===== src/hw/rtl/crc32ms_pkg.sv =====
// ----------------------------------------------------------------------------
// crc32ms_pkg
// Constants, control types and the byte-wide shift-xor term of the CRC.
// ----------------------------------------------------------------------------
`timescale 1ns / 1ps

package crc32ms_pkg;

	localparam logic [31:0] CRC_POLY   = 32'h04C1_1DB7;
	localparam logic [31:0] CRC_TOP    = 32'h8000_0000;
	localparam logic [2:0]  LOAD_BYTES = 3'd4;

	// Control from the input stage to the update logic
	typedef struct packed {
		logic fire;   // stage-1 byte is consumed this cycle
		logic last;   // that byte closes the message
	} step_ctl_t;

	// Top byte run through eight shift-xor steps with the polynomial
	function automatic logic [31:0] crc_top_term(input logic [7:0] top);
		logic [31:0] v;
		v = {top, 24'h00_0000};
		for (int k = 0; k < 8; k++) begin
			if ((v & CRC_TOP) != 32'h0) begin
				v = (v << 1) ^ CRC_POLY;
			end else begin
				v = v << 1;
			end
		end
		return v;
	endfunction

endpackage


===== src/hw/rtl/crc32_msb_direct_stream_unit.sv =====
// A final byte passes the input register, then the result register, before out_valid rises.
// Throughput: one byte per cycle unless a final byte waits (below); the remainder update is one
// 8-step xor network fed back through the division register on every consumed byte.
// A final byte waits in the input register only while an earlier checksum is unclaimed.
// Reset (arst_n low) clears the remainder, the byte count and all valid flags.
// ----------------------------------------------------------------------------
// crc32_msb_direct_stream_unit
// Streaming MSB-first CRC-32 (poly 04C11DB7) by direct division, one byte per
// transaction, one checksum per message.
// ----------------------------------------------------------------------------
`timescale 1ns / 1ps

module crc32_msb_direct_stream_unit (
	input  logic        clk,
	input  logic        arst_n,
	input  logic        in_valid,
	output logic        in_ready,
	input  logic [7:0]  data_byte,
	input  logic        last_byte,
	output logic        out_valid,
	input  logic        out_ready,
	output logic [31:0] crc_value
);
	import crc32ms_pkg::*;

	step_ctl_t   ctl;
	logic [7:0]  byte_s1;
	logic        out_free;
	logic        res_valid;
	logic [31:0] res_value;

	// Input register
	crc32ms_in_stage u_in (
		.clk       (clk),
		.arst_n    (arst_n),
		.in_valid  (in_valid),
		.in_ready  (in_ready),
		.data_byte (data_byte),
		.last_byte (last_byte),
		.out_free  (out_free),
		.ctl       (ctl),
		.byte_s1   (byte_s1)
	);

	// Remainder update
	crc32ms_update u_upd (
		.clk       (clk),
		.arst_n    (arst_n),
		.ctl       (ctl),
		.byte_s1   (byte_s1),
		.res_valid (res_valid),
		.res_value (res_value)
	);

	// Result register
	crc32ms_out_reg u_out (
		.clk       (clk),
		.arst_n    (arst_n),
		.res_valid (res_valid),
		.res_value (res_value),
		.out_free  (out_free),
		.out_valid (out_valid),
		.out_ready (out_ready),
		.crc_value (crc_value)
	);

endmodule


===== src/hw/rtl/crc32ms_in_stage.sv =====
// ----------------------------------------------------------------------------
// crc32ms_in_stage
// Input register; releases its byte unless a final byte meets a full output.
// ----------------------------------------------------------------------------
`timescale 1ns / 1ps

module crc32ms_in_stage (
	input  logic                   clk,
	input  logic                   arst_n,
	input  logic                   in_valid,
	output logic                   in_ready,
	input  logic [7:0]             data_byte,
	input  logic                   last_byte,
	input  logic                   out_free,
	output crc32ms_pkg::step_ctl_t ctl,
	output logic [7:0]             byte_s1
);
	import crc32ms_pkg::*;

	logic valid_s1;
	logic last_s1;
	logic fire;

	// A non-final byte never produces a result, so it never waits
	assign fire     = valid_s1 && (!last_s1 || out_free);
	assign in_ready = !valid_s1 || fire;
	assign ctl      = '{fire: fire, last: last_s1};

	// Stage-1 valid
	always_ff @(posedge clk or negedge arst_n) begin
		if (!arst_n) begin
			valid_s1 <= 1'b0;
		end else if (in_ready) begin
			valid_s1 <= in_valid;
		end
	end

	// Stage-1 payload
	always_ff @(posedge clk) begin
		if (in_valid && in_ready) begin
			byte_s1 <= data_byte;
			last_s1 <= last_byte;
		end
	end

endmodule


===== src/hw/rtl/crc32ms_update.sv =====
// ----------------------------------------------------------------------------
// crc32ms_update
// Division register, load counter and the per-byte remainder update.
// ----------------------------------------------------------------------------
`timescale 1ns / 1ps

module crc32ms_update (
	input  logic                   clk,
	input  logic                   arst_n,
	input  crc32ms_pkg::step_ctl_t ctl,
	input  logic [7:0]             byte_s1,
	output logic                   res_valid,
	output logic [31:0]            res_value
);
	import crc32ms_pkg::*;

	logic [31:0] remainder_q;
	logic [2:0]  count_q;
	logic [31:0] load_v;
	logic [31:0] crc_v;
	logic [31:0] short_v;
	logic [2:0]  count_inc;
	logic        loading;
	logic [31:0] remainder_d;
	logic [2:0]  count_d;

	// Datapath: shift-in, polynomial term and left-aligned short result
	always_comb begin
		load_v    = {remainder_q[23:0], byte_s1};
		crc_v     = crc_top_term(remainder_q[31:24]) ^ load_v;
		loading   = (count_q != LOAD_BYTES);
		count_inc = 3'(count_q + 3'd1);
		case (count_q)
			3'd0:    short_v = {load_v[7:0], 24'h00_0000};
			3'd1:    short_v = {load_v[15:0], 16'h0000};
			3'd2:    short_v = {load_v[23:0], 8'h00};
			default: short_v = load_v;
		endcase
	end

	assign res_valid = ctl.fire && ctl.last;
	assign res_value = loading ? short_v : ~crc_v;

	// Next state; a final byte returns everything to zero
	always_comb begin
		remainder_d = remainder_q;
		count_d     = count_q;
		if (ctl.last) begin
			remainder_d = 32'h0;
			count_d     = 3'd0;
		end else if (loading) begin
			count_d     = count_inc;
			remainder_d = (count_inc == LOAD_BYTES) ? ~load_v : load_v;
		end else begin
			remainder_d = crc_v;
		end
	end

	// State registers
	always_ff @(posedge clk or negedge arst_n) begin
		if (!arst_n) begin
			remainder_q <= 32'h0;
			count_q     <= 3'd0;
		end else if (ctl.fire) begin
			remainder_q <= remainder_d;
			count_q     <= count_d;
		end
	end

endmodule


===== src/hw/rtl/crc32ms_out_reg.sv =====
// ----------------------------------------------------------------------------
// crc32ms_out_reg
// Result register holding one checksum until the transaction completes.
// ----------------------------------------------------------------------------
`timescale 1ns / 1ps

module crc32ms_out_reg (
	input  logic        clk,
	input  logic        arst_n,
	input  logic        res_valid,
	input  logic [31:0] res_value,
	output logic        out_free,
	output logic        out_valid,
	input  logic        out_ready,
	output logic [31:0] crc_value
);
	import crc32ms_pkg::*;

	logic valid_q;
	logic [31:0] crc_q;

	assign out_free  = !valid_q || out_ready;
	assign out_valid = valid_q;
	assign crc_value = crc_q;

	// Valid flag
	always_ff @(posedge clk or negedge arst_n) begin
		if (!arst_n) begin
			valid_q <= 1'b0;
		end else if (out_free) begin
			valid_q <= res_valid;
		end
	end

	// Checksum payload
	always_ff @(posedge clk) begin
		if (out_free && res_valid) begin
			crc_q <= res_value;
		end
	end

endmodule


===== config.mk =====
export PLATFORM = sky130hd
export DESIGN_NAME = crc32_msb_direct_stream_unit
export DESIGN_NICKNAME = d
export VERILOG_FILES = /design/src/hw/rtl/crc32ms_pkg.sv /design/src/hw/rtl/crc32_msb_direct_stream_unit.sv /design/src/hw/rtl/crc32ms_in_stage.sv /design/src/hw/rtl/crc32ms_update.sv /design/src/hw/rtl/crc32ms_out_reg.sv
export SDC_FILE = /design/constraint.sdc
export NUM_CORES = 1
export LEC_CHECK = 0
export ABC_CLOCK_PERIOD_IN_PS = 3200
export BUFFER_PORTS_ARGS = -buffer_cell sky130_fd_sc_hd__clkbuf_2
export CORE_ASPECT_RATIO = 1.75
export CORE_MARGIN = 8
export CORE_UTILIZATION = 25
export CTS_BUF_LIST = sky130_fd_sc_hd__clkbuf_4 sky130_fd_sc_hd__clkbuf_8 sky130_fd_sc_hd__clkbuf_16
export CTS_CLUSTER_DIAMETER = 60
export CTS_CLUSTER_SIZE = 20
export DETAILED_ROUTE_END_ITERATION = 10
export PLACE_DENSITY = 0.39
export SETUP_SLACK_MARGIN = 0.1
export SYNTH_ARGS = -nofsm -noshare
export SYNTH_HDL_FRONTEND = slang
export SYNTH_SLANG_ARGS = --single-unit

===== constraint.sdc =====
create_clock -name clk -period 3.2 [get_ports clk]
set_clock_uncertainty 0.2 [all_clocks]
set_input_delay 0.64 -clock clk [delete_from_list [all_inputs] [get_ports clk]]
set_output_delay 0.64 -clock clk [all_outputs]
set_load 0.03 [all_outputs]

Yosys cells after proc, flatten, opt, wreduce, memory -nomap -nowiden
Cells that the tools add are included.
{ "word_totals": {"register_bits": 78, "elab_cells": 51} }
{ "classes": {"n_addsub": 1, "eq_ne": 4, "n_mux": 15, "bitwise_logic": 11, "reduce_logical": 13} }
{ "op_table": {"columns": ["cell", "n"], "rows": [
  ["27-bit two-way mux", 8],
  ["32-bit two-way mux", 4],
  ["14-bit inverter", 8],
  ["32-bit case mux with 3 select lines", 1],
  ["32-bit inverter", 2],
  ["32-bit bitwise XOR", 1],
  ["3-bit two-way mux", 2],
  ["1-bit logical AND", 4],
  ["3-bit by 1-bit adder with 3-bit output, second input constant", 1],
  ["3-bit by 1-bit equality test with 1-bit output, second input constant", 1],
  ["3-bit by 2-bit equality test with 1-bit output, second input constant", 1],
  ["3-bit equality test, second input constant", 1],
  ["1-bit zero test", 3],
  ["3-bit zero test", 1],
  ["1-bit logical OR", 3],
  ["3-bit inequality test, second input constant", 1],
  ["2-bit AND reduction", 1],
  ["2-bit nonzero test", 1]
]} }

Longest topological paths before layout
Gate-level depths: netlist (run 1).
{ "depth": {"ltp_word": 19, "ltp_mapped": 9, "mapped_depth_nobuf": 7} }

Cells and area by module
From an unflattened synthesis (run 1), not the netlist that was laid out.
{ "hier_totals": {"cells_unflattened": 462, "hier_area_um2": 4788.3} }
{ "modules_own_cells": {"columns": ["module", "instances", "cells_per_inst", "area_each_um2", "seq_area_each_um2"], "rows": [
  ["crc32ms_update", 1, 409, 3417.0, 875.8],
  ["crc32ms_out_reg", 1, 36, 1014.7, 985.9],
  ["crc32ms_in_stage", 1, 17, 356.6, 295.3]
]} }

Worst setup path after synthesis (run 1)
No wires, ideal clock.
{ "synth_timing": {"path_kind": "in2reg", "startpoint": "input out_ready", "endpoint": "register u_out.crc_q[0], in the netlist u_out.crc_value[0] (enable)", "setup_time_ps": 421, "t_arrival_ps": 2424, "path_slack_ps": 155, "stages": 3, "path_cell_list": "o31ai_1 > clkbuf_1 > nor2_1"} }
{ "synth_via": {"elab_chain_cells": 5} }
{ "synth_lines": {"columns": ["item", "line", "rtl"], "rows": [
  ["start, declared", "crc32_msb_direct_stream_unit.sv:21", "input logic out_ready,"],
  ["1-bit logical OR *", "crc32ms_out_reg.sv:22", "assign out_free = !valid_q || out_ready;"],
  ["1-bit logical OR", "crc32ms_in_stage.sv:25", "assign fire = valid_s1 && (!last_s1 || out_free);"],
  ["1-bit logical AND", "crc32ms_in_stage.sv:25", null],
  ["1-bit logical AND", "crc32ms_update.sv:41", "assign res_valid = ctl.fire && ctl.last;"],
  ["1-bit logical AND *", "crc32ms_out_reg.sv:37", "if (out_free && res_valid) begin"],
  ["end signal, assigned", "crc32ms_out_reg.sv:38", "crc_q <= res_value;"],
  ["end, declared", "crc32ms_out_reg.sv:20", "logic [31:0] crc_q;"]
]} }
Every way passes the cells marked *; elsewhere a longest branch is shown, timed or not.
A chain may end at the register's enable or synchronous reset.

Final worst setup path (run 1)
{ "layout_timing": {"startpoint": "register u_upd.count_q[0]", "endpoint": "register u_upd.remainder_q[31]"} }
{ "layout_via": {"elab_chain_cells": 5, "elab_cells_between_ends": 6, "classes_between": "add/sub: 1; eq/ne: 2; mux: 3"} }
{ "layout_lines": {"columns": ["item", "line", "rtl"], "rows": [
  ["start, declared", "crc32ms_update.sv:18", "logic [2:0] count_q;"],
  ["start signal, assigned", "crc32ms_update.sv:66", "count_q <= count_d;"],
  ["3-bit by 1-bit adder with 3-bit output", "crc32ms_update.sv:32", "count_inc = 3'(count_q + 3'd1);"],
  ["3-bit equality test", "crc32ms_update.sv:53", "remainder_d = (count_inc == LOAD_BYTES) ? ~load_v : load_v;"],
  ["32-bit two-way mux", "crc32ms_update.sv:53", null],
  ["32-bit two-way mux *", "crc32ms_update.sv:51", "end else if (loading) begin"],
  ["32-bit two-way mux *", "crc32ms_update.sv:48", "if (ctl.last) begin"],
  ["end signal, assigned", "crc32ms_update.sv:65", "remainder_q <= remainder_d;"],
  ["end, declared", "crc32ms_update.sv:17", "logic [31:0] remainder_q;"]
]} }
Marked as above.

==> impl_summary.log, run 1 <==
[metrics] R2R Path End: u_upd.remainder_q[31]
[metrics] total grt overflow: 0
[metrics] number of gates resized after cts: 0
[metrics] Max-cap violations: 0
[metrics] maximum number of pins on one net before global-route repair: 37
[metrics] class of the tightest hold or removal check: input pin to async pin
[metrics] post-synthesis sequential area ratio: 0.471
[metrics] post-route minimum period: 2.70 ns
[metrics] maximum vdd ir drop: 0.328 mV
[metrics] maximum achievable frequency: 370 MHz
[metrics] RD Place Congestion: 0.814
[metrics] via count: about 3.6k
[metrics] Worst R2R Path Depth: 8
[metrics] crit path launch type: flop
[metrics] Crit Path Class: flop to flop
[metrics] type of destination of the critical path: flop
[metrics] run status: completed
[metrics] post-CTS setup buffers: 0
[metrics] number of sinks on the clock net: ~80
[metrics] Clock Path Buffers: 2
[metrics] cells along the critical path: inv_1 -> ha_1 -> buf_4 -> nor3b_1 -> o21a_1 -> a21oi_1 -> xnor2_1 -> a22o_1
[metrics] final net count: slightly below 500
[metrics] overall die width: between 100 and 150 µm
[metrics] area growth from synthesis to layout: 21.7%
[metrics] count of warnings emitted by yosys: 0
[metrics] number of ports placed on the die boundary: 47
[metrics] clock input transition at the sequential cells of the worst setup and hold paths: about 0.06 ns
[metrics] clock tree from TritonCTS: done
[metrics] R2R Setup Slk: 0.50 ns
[metrics] crit path max fanout: 14
[metrics] distinct cell type count of the synthesized netlist: 44
[metrics] Mapped Area: roughly 4600 µm²
[metrics] launching point of the worst reg2reg path: u_upd.count_q[0]
[metrics] number of antenna violations at the first check in global routing: 0
[metrics] arrival time reported for the critical path endpoint: roughly 2.7 ns
[metrics] H-tree levels: 3
[metrics] final HPWL from detailed placement: ~10 mm
[metrics] Period Utilization, post-route: 0.844
[metrics] power density over the cells: between 800 and 900 nW/µm²
[metrics] overall track demand over capacity in global routing: 0.127
[metrics] unrepaired setup endpoints after global routing: false
[metrics] register bit count reported by yosys: 78
[metrics] Final Routed Wirelength: roughly 14 mm
[metrics] syn avg cell area: around 10 µm²
[metrics] insertion delay to the later sink of the worst-skew pair: around 0.35 ns
[metrics] depth of the critical timing path with buffers and inverters included: 8
[metrics] share of flip-flops with an asynchronous set or reset: 0.474
[metrics] worst max-slew margin expressed relative to the limit: 0.307
[metrics] most common cell after layout, fill and taps aside: sky130_fd_sc_hd__clkbuf_2
[metrics] final setup fails: 0
[metrics] Final Hold Viols: 0
[metrics] slowest cell on the critical path: sky130_fd_sc_hd__o21a_1
[metrics] iteration-0 DRC count of the detailed router: ~250
[metrics] via-per-instance ratio: 5.00
[metrics] top flip-flop cell by instance count after synthesis: sky130_fd_sc_hd__edfxtp_1
[metrics] end-of-flow core utilization: 0.310
[metrics] kind of cell adding the most delay to the critical path: compound AO/OA/AOI/OAI gates
[metrics] placeable core region: 18,000 µm²
[metrics] commonest non-fill, non-tap cells in the layout: sky130_fd_sc_hd__clkbuf_2, sky130_fd_sc_hd__xnor2_1, sky130_fd_sc_hd__edfxtp_1, sky130_fd_sc_hd__nand2_1, sky130_fd_sc_hd__dfrtp_1
[metrics] Antenna Nets Post-Route: 0
[metrics] first-pass GRT wire length: 22.4 mm
[metrics] crit-path max cell delay: about 0.56 ns
[metrics] count of fill cells added during filler insertion: ~1.8k
[metrics] total die area: between 20,000 and 25,000 µm²
[metrics] vertical die dimension: slightly below 200 µm
[metrics] number of DRC violations after detailed routing: 0
[metrics] layout cell share with drive strength beyond 1: 0.184
[metrics] starting density of the core: 0.255
[metrics] Syn Nets: between 400 and 500
[metrics] first-pass iteration count of the detailed router: 6
[metrics] minimum hold slack: 0.149 ns
[metrics] vias in the first global route: approximately 3.7k
[metrics] root buffer cell: sky130_fd_sc_hd__clkbuf_16
[metrics] Total Neg Setup Slack: 0 ns
[metrics] critical path data required time: ~3.2 ns
[metrics] Leakage: roughly 2.3 nW
[metrics] Tightest Pin Transition: roughly 1.0 ns
[metrics] Inserted Diodes: 0
[metrics] FP Rows: 65
[metrics] CTS Hold Bufs: 0
[metrics] WL per Instance: 19.7 µm
[metrics] number of instances in the synthesized netlist: 438
[metrics] number of enable flip-flop cells after synthesis: between 40 and 50
[metrics] TritonCTS buffer count: 9
[metrics] number of buffers and inverters on the critical path: 2
[metrics] buffers added on ports: 46
[metrics] Max Transition Viols Final: 0
[registers in the layout, indices dropped and copies added, names as in the netlist]
| name | cells |
|---|---|
| u_upd.remainder_q | 32 |
| u_in.byte_s1 | 8 |
| u_out.out_valid | 1 |
| u_out.crc_value | 32 |
| u_upd.count_q | 3 |
| u_in.valid_s1 | 1 |
| u_in.last_s1 | 1 |
[per-layer routing]
metal,up-vias,track usage,share of wire,wire length [µm]
met5,-,0,0,0
met4,0,0.0644,0.027,378
met3,22,0.0179,0.033,463
met2,93,0.230,0.54,7560
met1,1788,0.141,0.41,5730
li1,1685,-,-,-
[final cells by class]
type,count,area (µm²),area share
clock buffers,10,239,0.0429
clock inverters,6,180,0.0323
inverters,14,52.6,0.00943
multi-input cells,310,2260,0.405
flip-flops and latches,78,2160,0.387
well taps,234,293,0.0525
repair buffers,66,393,0.0705
[worst max path at each step]
stage / endpoint / slack, ns / start
2_1_floorplan: u_out.crc_value[0] / 0.15 / out_ready
3_3_place_gp: u_upd.remainder_q[31] / 0.54 / u_upd.count_q[0]
3_5_place_dp: u_upd.remainder_q[31] / 0.47 / u_upd.count_q[0]
4_1_cts: u_upd.remainder_q[31] / 0.47 / u_upd.count_q[0]
5_1_grt: u_upd.remainder_q[31] / 0.24 / u_upd.count_q[0]
6_report: u_upd.remainder_q[31] / 0.50 / u_upd.count_q[0]
[cell usage after synthesis (3+ instances only)]
master                     instances  area share
sky130_fd_sc_hd__a31oi_1           3      0.0041
sky130_fd_sc_hd__nor2_1           21       0.017
sky130_fd_sc_hd__a221o_1           8       0.017
sky130_fd_sc_hd__a21oi_1          22       0.024
sky130_fd_sc_hd__o21ai_1           9      0.0098
sky130_fd_sc_hd__a22o_1           28       0.054
sky130_fd_sc_hd__nor3_1            5      0.0055
sky130_fd_sc_hd__a221oi_1          3      0.0057
sky130_fd_sc_hd__xor2_1           21       0.040
sky130_fd_sc_hd__inv_1            14       0.011
sky130_fd_sc_hd__nor2b_1           5      0.0068
sky130_fd_sc_hd__o22ai_1           8       0.011
sky130_fd_sc_hd__nand2_1          39       0.032
sky130_fd_sc_hd__dfrtp_1          37        0.20
sky130_fd_sc_hd__buf_2             3      0.0033
sky130_fd_sc_hd__ha_1              5       0.014
sky130_fd_sc_hd__edfxtp_1         41        0.27
sky130_fd_sc_hd__nor3b_1           4      0.0066
sky130_fd_sc_hd__clkbuf_1         31       0.025
sky130_fd_sc_hd__a22oi_1           7       0.011
sky130_fd_sc_hd__o21ai_0          36       0.039
sky130_fd_sc_hd__a222oi_1          7       0.015
sky130_fd_sc_hd__xor3_1            3       0.016
sky130_fd_sc_hd__xnor3_1           4       0.020
sky130_fd_sc_hd__a32o_1            5       0.011
sky130_fd_sc_hd__xnor2_1          44       0.084
[power by group]
group | total, mW | internal, mW | switching (mW)
registers | 1.47 | 1.29 | 0.187
logic | 1.88 | 0.757 | 1.13
clock network | 1.44 | 1.02 | 0.415
[kinds of logic (layout without fill, tap and decap cells)]
group,Yosys count,count (layout),share of synthesized area
and+or+nand+nor,85,85,0.0836
DFF,78,78,0.471
AOI/OAI and AO/OA,145,145,0.219
xor gates and xnor gates,75,75,0.170
adders and majority gates,5,5,0.0137
buffers and inverters,50,96,0.0418
[metrics by stage]
step,instances,total power [mW],setup WS [ns],cell area [µm²]
2_1_floorplan,438,2.73,0.155,4580
4_1_cts,718,4.84,0.470,5570
5_1_grt,718,5.07,0.242,5570
3_5_place_dp,702,3.38,0.471,5150
3_3_place_gp,702,3.38,0.540,5150
6_report,718,4.79,0.498,5570
No activity file was read; power rests on OpenSTA's default activity.
==> inputs of run 2 (changes only) <==
- ABC_CLOCK_PERIOD_IN_PS: 3200 -> 2500
- PLACE_DENSITY: 0.39 -> 0.37
- clock period: 3.2 -> 2.5 ns (I/O delays scaled with it)
==> impl_summary.log, run 2 (synthesized netlist as in run 1, its figures left out) <==
[metrics] run status: completed
[metrics] clock input transition at the sequential cells of the worst setup and hold paths: 0.06 ns
[metrics] total grt overflow: 0
[metrics] RD Place Congestion: 0.795
[metrics] total die area: about 23,000 µm²
[metrics] maximum vdd ir drop: 0.346 mV
[metrics] portion of total power attributed to the clock network: 0.240
[metrics] insertion delay to the later sink of the worst-skew pair: between 0.3 and 0.4 ns
[metrics] number of DRC violations after detailed routing: 0
[metrics] Total Neg Setup Slack: 0 ns
[metrics] Inserted Diodes: 0
[metrics] number of ports placed on the die boundary: 47
[metrics] starting density of the core: 0.255
[metrics] Max-cap violations: 0
[metrics] launching point of the worst reg2reg path: u_upd.count_q[1]
[metrics] FP Rows: between 60 and 70
[metrics] first-pass iteration count of the detailed router: 4
[metrics] area growth from synthesis to layout: 24.8%
[metrics] startpoint of the lowest-slack hold path: last_byte
[metrics] switching portion of total power: 0.391
[metrics] class of the tightest hold or removal check: input pin to flop
[metrics] overall die width: 118 µm
[metrics] Worst R2R Path Depth: 8
[metrics] buffers added on ports: 46
[metrics] maximum achievable frequency: approximately 440 MHz
[metrics] Tightest Pin Transition: around 1.1 ns
[metrics] Final Routed Wirelength: about 15 mm
[metrics] TritonCTS buffer count: 9
[metrics] type of destination of the critical path: flop
[metrics] placeable core region: about 18,000 µm²
[metrics] clock tree from TritonCTS: done
[metrics] first-pass GRT wire length: around 24 mm
[metrics] WL per Instance: 20.7 µm
[metrics] Max Transition Viols Final: 0
[metrics] power density over the cells: about 1000 nW/µm²
[metrics] min setup slack post-route: 0.208 ns
[metrics] H-tree levels: 3
[metrics] number of antenna violations at the first check in global routing: 0
[metrics] Period Utilization, post-route: 0.917
[metrics] part of the power in registers: 0.311
[metrics] post-route minimum period: between 2 and 2.5 ns
[metrics] via count: between 3k and 4k
[metrics] critical path data required time: 2.39 ns
[metrics] number of placed instances with taps included: between 700 and 800
[metrics] iteration-0 DRC count of the detailed router: between 200 and 250
[metrics] final std cells w/o fill: between 700 and 800
[metrics] worst setup slack after placement: -0.00604 ns
[metrics] Antenna Nets Post-Route: 0
[metrics] vertical die dimension: 195 µm
[metrics] post-CTS setup buffers: 0
[metrics] via-per-instance ratio: between 4 and 5
[metrics] root buffer cell: sky130_fd_sc_hd__clkbuf_16
[metrics] final setup fails: 0
[metrics] final HPWL from detailed placement: between 10 and 15 mm
[metrics] vias in the first global route: 3,875
[metrics] P_sw: ~2.3 mW
[metrics] count of fill cells added during filler insertion: between 1.5k and 2k
[metrics] unrepaired setup endpoints after global routing: false
[metrics] crit path launch type: flop
[metrics] Clock Path Buffers: 2
[metrics] crit path max fanout: 7
[metrics] end-of-flow core utilization: 0.318
[metrics] Crit Path Class: flop to flop
[metrics] overall track demand over capacity in global routing: 0.135
[metrics] area of the multi-input gates: around 2300 µm²
[metrics] startpoint of the most critical setup path: u_upd.count_q[1]
[metrics] layout cell share with drive strength beyond 1: 0.237
[metrics] commonest non-fill, non-tap cells in the layout: sky130_fd_sc_hd__clkbuf_2, sky130_fd_sc_hd__xnor2_1, sky130_fd_sc_hd__edfxtp_1, sky130_fd_sc_hd__nand2_1
[metrics] Leakage: roughly 2.4 nW
[metrics] maximum number of pins on one net before global-route repair: 39
[metrics] proportion of power drawn by combinational gates: 0.449
[metrics] sequential cell area in the final layout: between 2000 and 2500 µm²
[metrics] Final Hold Viols: 0
[metrics] cell internal pwr: roughly 3.6 mW
[metrics] hold path cells: 1
[metrics] number of sinks on the clock net: 78
[metrics] final net count: about 520
[metrics] most common cell after layout, fill and taps aside: sky130_fd_sc_hd__clkbuf_2
[metrics] worst max-slew margin expressed relative to the limit: 0.296
[metrics] arrival time reported for the critical path endpoint: 2.18 ns
## run 2: cell count changes in the layout (fill, tap and decap cells not counted), sizes merged
cell and change:
buf +18, bufinv -5, clkbuf +4, clkinvlp +1
dlygate4sd3 +1
## run 2: power groups by stage
stage	Sequential, mW	Combinational [mW]	Clock, mW
global route	1.89	2.90	1.53
finish	1.86	2.68	1.43
global placement	1.87	2.59	0
detailed placement	1.88	2.58	0
floorplan	1.99	1.51	0
CTS	1.86	2.60	1.49
## run 2: final cells by class
| cell class | instances | share of cell area |
|---|---|---|
| clock buffer | 14 | 0.0504 |
| clock inverter | 2 | 0.00657 |
| inverter | 14 | 0.00920 |
| multi-input combinational | 310 | 0.406 |
| sequential | 78 | 0.378 |
| tap | 234 | 0.0512 |
| timing repair buffer | 85 | 0.0988 |
## run 2: critical path, cell delays in order, from the launching register on
cell and delay (ns):
sky130_fd_sc_hd__dfrtp_2 0.43, sky130_fd_sc_hd__inv_1 0.14, sky130_fd_sc_hd__ha_4 0.18, sky130_fd_sc_hd__buf_4 0.16
sky130_fd_sc_hd__nand2_1 0.12, sky130_fd_sc_hd__o21ai_2 0.16, sky130_fd_sc_hd__buf_6 0.18, sky130_fd_sc_hd__o21ai_0 0.12
sky130_fd_sc_hd__a221o_1 0.34
## run 2: worst paths after layout
check	slack (ns)	end
max in group asynchronous	1.01	u_upd.remainder_q[12]
min in group asynchronous	0.51	u_in.valid_s1
max	0.21	u_out.crc_value[11]
min	0.13	u_in.last_s1
max reg2reg	0.21	u_out.crc_value[11]
min reg2reg	0.34	u_upd.remainder_q[21]
## run 2: timing repair
action	4_1_cts	5_1_grt
endpoints found under the setup margin	13	29
gates cloned	0	1
hold endpoints to repair	18	0
hold buffers	1	0
gates resized for setup	2	19
## run 2: metal layers
metal,vias to the layer above,GRT usage,wire length [µm]
li1,1723,-,-
met1,1828,0.153,6180
met2,86,0.239,8120
met3,18,0.0243,536
met4,0,0.0663,393
met5,-,0,0
## run 2: stage by stage
stage               area (µm²)  hold WS (ns)  total power [mW]
floorplan                 4590       0.00441              3.50
global placement          5300         0.320              4.46
detailed placement        5300         0.321              4.46
CTS                       5640         0.107              5.95
global route              5710         0.109              6.33
finish                    5710         0.126              5.98
==> inputs of run 3 (changes only) <==
- REMOVE_ABC_BUFFERS: unset -> 1
==> impl_summary.log, run 3 (synthesized netlist as in run 1, its figures left out) <==
[metrics] cell internal pwr: ~3.5 mW
[metrics] total grt overflow: 0
[metrics] area growth from synthesis to layout: 23.0%
[metrics] clock tree from TritonCTS: done
[metrics] Tightest Pin Transition: 1.10 ns
[metrics] startpoint of the most critical setup path: u_upd.count_q[1]
[metrics] WL per Instance: approximately 21 µm
[metrics] crit path max fanout: 8
[metrics] proportion of power drawn by combinational gates: 0.451
[metrics] FP Rows: 65
[metrics] overall track demand over capacity in global routing: 0.133
[metrics] launching point of the worst reg2reg path: u_upd.count_q[1]
[metrics] Total Neg Setup Slack: 0 ns
[metrics] worst setup slack after placement: -0.150 ns
[metrics] clock input transition at the sequential cells of the worst setup and hold paths: roughly 0.060 ns
[metrics] layout cell share with drive strength beyond 1: 0.226
[metrics] min setup slack post-route: 0.120 ns
[metrics] fin area: about 5600 µm²
[metrics] first-pass GRT wire length: between 20 and 25 mm
[metrics] RD Place Congestion: about 0.82
[metrics] Final Routed Wirelength: roughly 15 mm
[metrics] post-route minimum period: between 2 and 2.5 ns
[metrics] vias in the first global route: about 3.7k
[metrics] Crit Path Class: flop to flop
[metrics] maximum vdd ir drop: roughly 0.27 mV
[metrics] Leakage: 2.36 nW
[metrics] H-tree levels: 3
[metrics] first-pass iteration count of the detailed router: 8
[metrics] worst max-slew margin expressed relative to the limit: 0.265
[metrics] minimum hold slack: about 0.12 ns
[metrics] final HPWL from detailed placement: 10.9 mm
[metrics] number of ports placed on the die boundary: 47
[metrics] root buffer cell: sky130_fd_sc_hd__clkbuf_16
[metrics] starting density of the core: 0.255
[metrics] buffers added on ports: between 40 and 50
[metrics] arrival time reported for the critical path endpoint: around 2.3 ns
[metrics] placeable core region: roughly 18,000 µm²
[metrics] P_sw: between 2 and 2.5 mW
[metrics] Max-cap violations: 0
[metrics] met2 track utilization from global routing: 0.243
[metrics] class of the tightest hold or removal check: input pin to flop
[metrics] via-per-instance ratio: 4.95
[metrics] met3 routing resource usage after global routing: 0.0225
[metrics] overall die width: 118 µm
[metrics] R2R Path End: u_out.crc_value[30]
[metrics] most used routing layer: met2
[metrics] number of antenna violations at the first check in global routing: 0
[metrics] via count: 3,661
[metrics] part of the power in registers: 0.329
[metrics] count of fill cells added during filler insertion: around 1.8k
[metrics] insertion delay to the later sink of the worst-skew pair: between 0.3 and 0.4 ns
[metrics] most common cell after layout, fill and taps aside: sky130_fd_sc_hd__clkbuf_2
[metrics] critical path endpoint: u_out.crc_value[30]
[metrics] Max Transition Viols Final: 0
[metrics] vertical die dimension: 195 µm
[metrics] total die area: ~23,000 µm²
[metrics] Period Utilization, post-route: 0.952
[metrics] type of destination of the critical path: flop
[metrics] area after detailed placement: ~5300 µm²
[metrics] number of DRC violations after detailed routing: 0
[metrics] TritonCTS buffer count: 9
[metrics] R2R Setup Slk: approximately 0.12 ns
[metrics] Final Hold Viols: 0
[metrics] switching portion of total power: 0.394
[metrics] commonest non-fill, non-tap cells in the layout: sky130_fd_sc_hd__clkbuf_2, sky130_fd_sc_hd__xnor2_1, sky130_fd_sc_hd__edfxtp_1, sky130_fd_sc_hd__nand2_1
[metrics] power after layout: 5.70 mW
[metrics] Inserted Diodes: 0
[metrics] maximum number of pins on one net before global-route repair: 33
[metrics] Antenna Nets Post-Route: 0
[metrics] unrepaired setup endpoints after global routing: true
[metrics] global-route track usage on met1: 0.139
[metrics] portion of total power attributed to the clock network: 0.220
[metrics] Clock Path Buffers: 2
[metrics] maximum achievable frequency: around 420 MHz
[metrics] critical path data required time: around 2.4 ns
[metrics] Worst R2R Path Depth: 7
[metrics] final net count: approximately 520
[metrics] crit path launch type: flop
[metrics] final setup fails: 0
[metrics] run status: completed
[metrics] number of sinks on the clock net: 78
[metrics] power density over the cells: 1010 nW/µm²
[metrics] iteration-0 DRC count of the detailed router: 224
==> run 3: worst min-delay path by stage <==
stage                                startpoint                    end  cells after the start
after floorplan                          arst_n          u_in.valid_s1                      0
after global placement    u_upd.remainder_q[21]  u_upd.remainder_q[21]                      1
after detailed placement  u_upd.remainder_q[21]  u_upd.remainder_q[21]                      1
after CTS                             last_byte           u_in.last_s1                      1
after global routing                  last_byte           u_in.last_s1                      1
final                                 last_byte           u_in.last_s1                      1
==> run 3: power by group through the flow <==
stage          sequential (mW)  clock (mW)  combinational, mW
6_report                  1.88        1.25               2.57
5_1_grt                   1.90        1.34               2.79
2_1_floorplan             2.04           0               1.40
3_3_place_gp              1.90           0               2.53
3_5_place_dp              1.90           0               2.53
4_1_cts                   1.88        1.30               2.56
==> run 3: layout make-up <==
class                           instances  area [µm²]  share of cell area
Multi-Input combinational cell        310        2280               0.405
Sequential cell                        78        2160               0.383
Inverter                               14        52.6             0.00933
Tap cell                              234         293              0.0520
Clock inverter                          2        7.51             0.00133
Clock buffer                           14         269              0.0478
Timing Repair Buffer                   87         573               0.102
==> run 3: critical path, cell delays in order, from the launching register on <==
cell and delay, ns:
sky130_fd_sc_hd__dfrtp_1 0.42, sky130_fd_sc_hd__inv_1 0.10, sky130_fd_sc_hd__ha_1 0.20, sky130_fd_sc_hd__buf_4 0.19
sky130_fd_sc_hd__nor2b_1 0.21, sky130_fd_sc_hd__a22o_1 0.27, sky130_fd_sc_hd__a2111oi_2 0.43, sky130_fd_sc_hd__a211oi_1 0.09
==> run 3: timing repair <==
item	in CTS	in global routing
hold endpoints to repair	18	0
hold buffers	1	0
resized for setup	4	7
endpoints found under the setup margin	19	33
buffers inserted	0	1
==> run 3: layer usage <==
metal	share of wire	wire length, µm
met1	0.38	5760
met2	0.54	8290
met3	0.039	591
met4	0.039	595
met5	0	0
==> run 3: metrics by stage <==
step            util  cells
2_1_floorplan      -    402
3_3_place_gp   0.295    721
3_5_place_dp   0.295    721
4_1_cts        0.311    738
5_1_grt        0.313    739
6_report       0.313    739
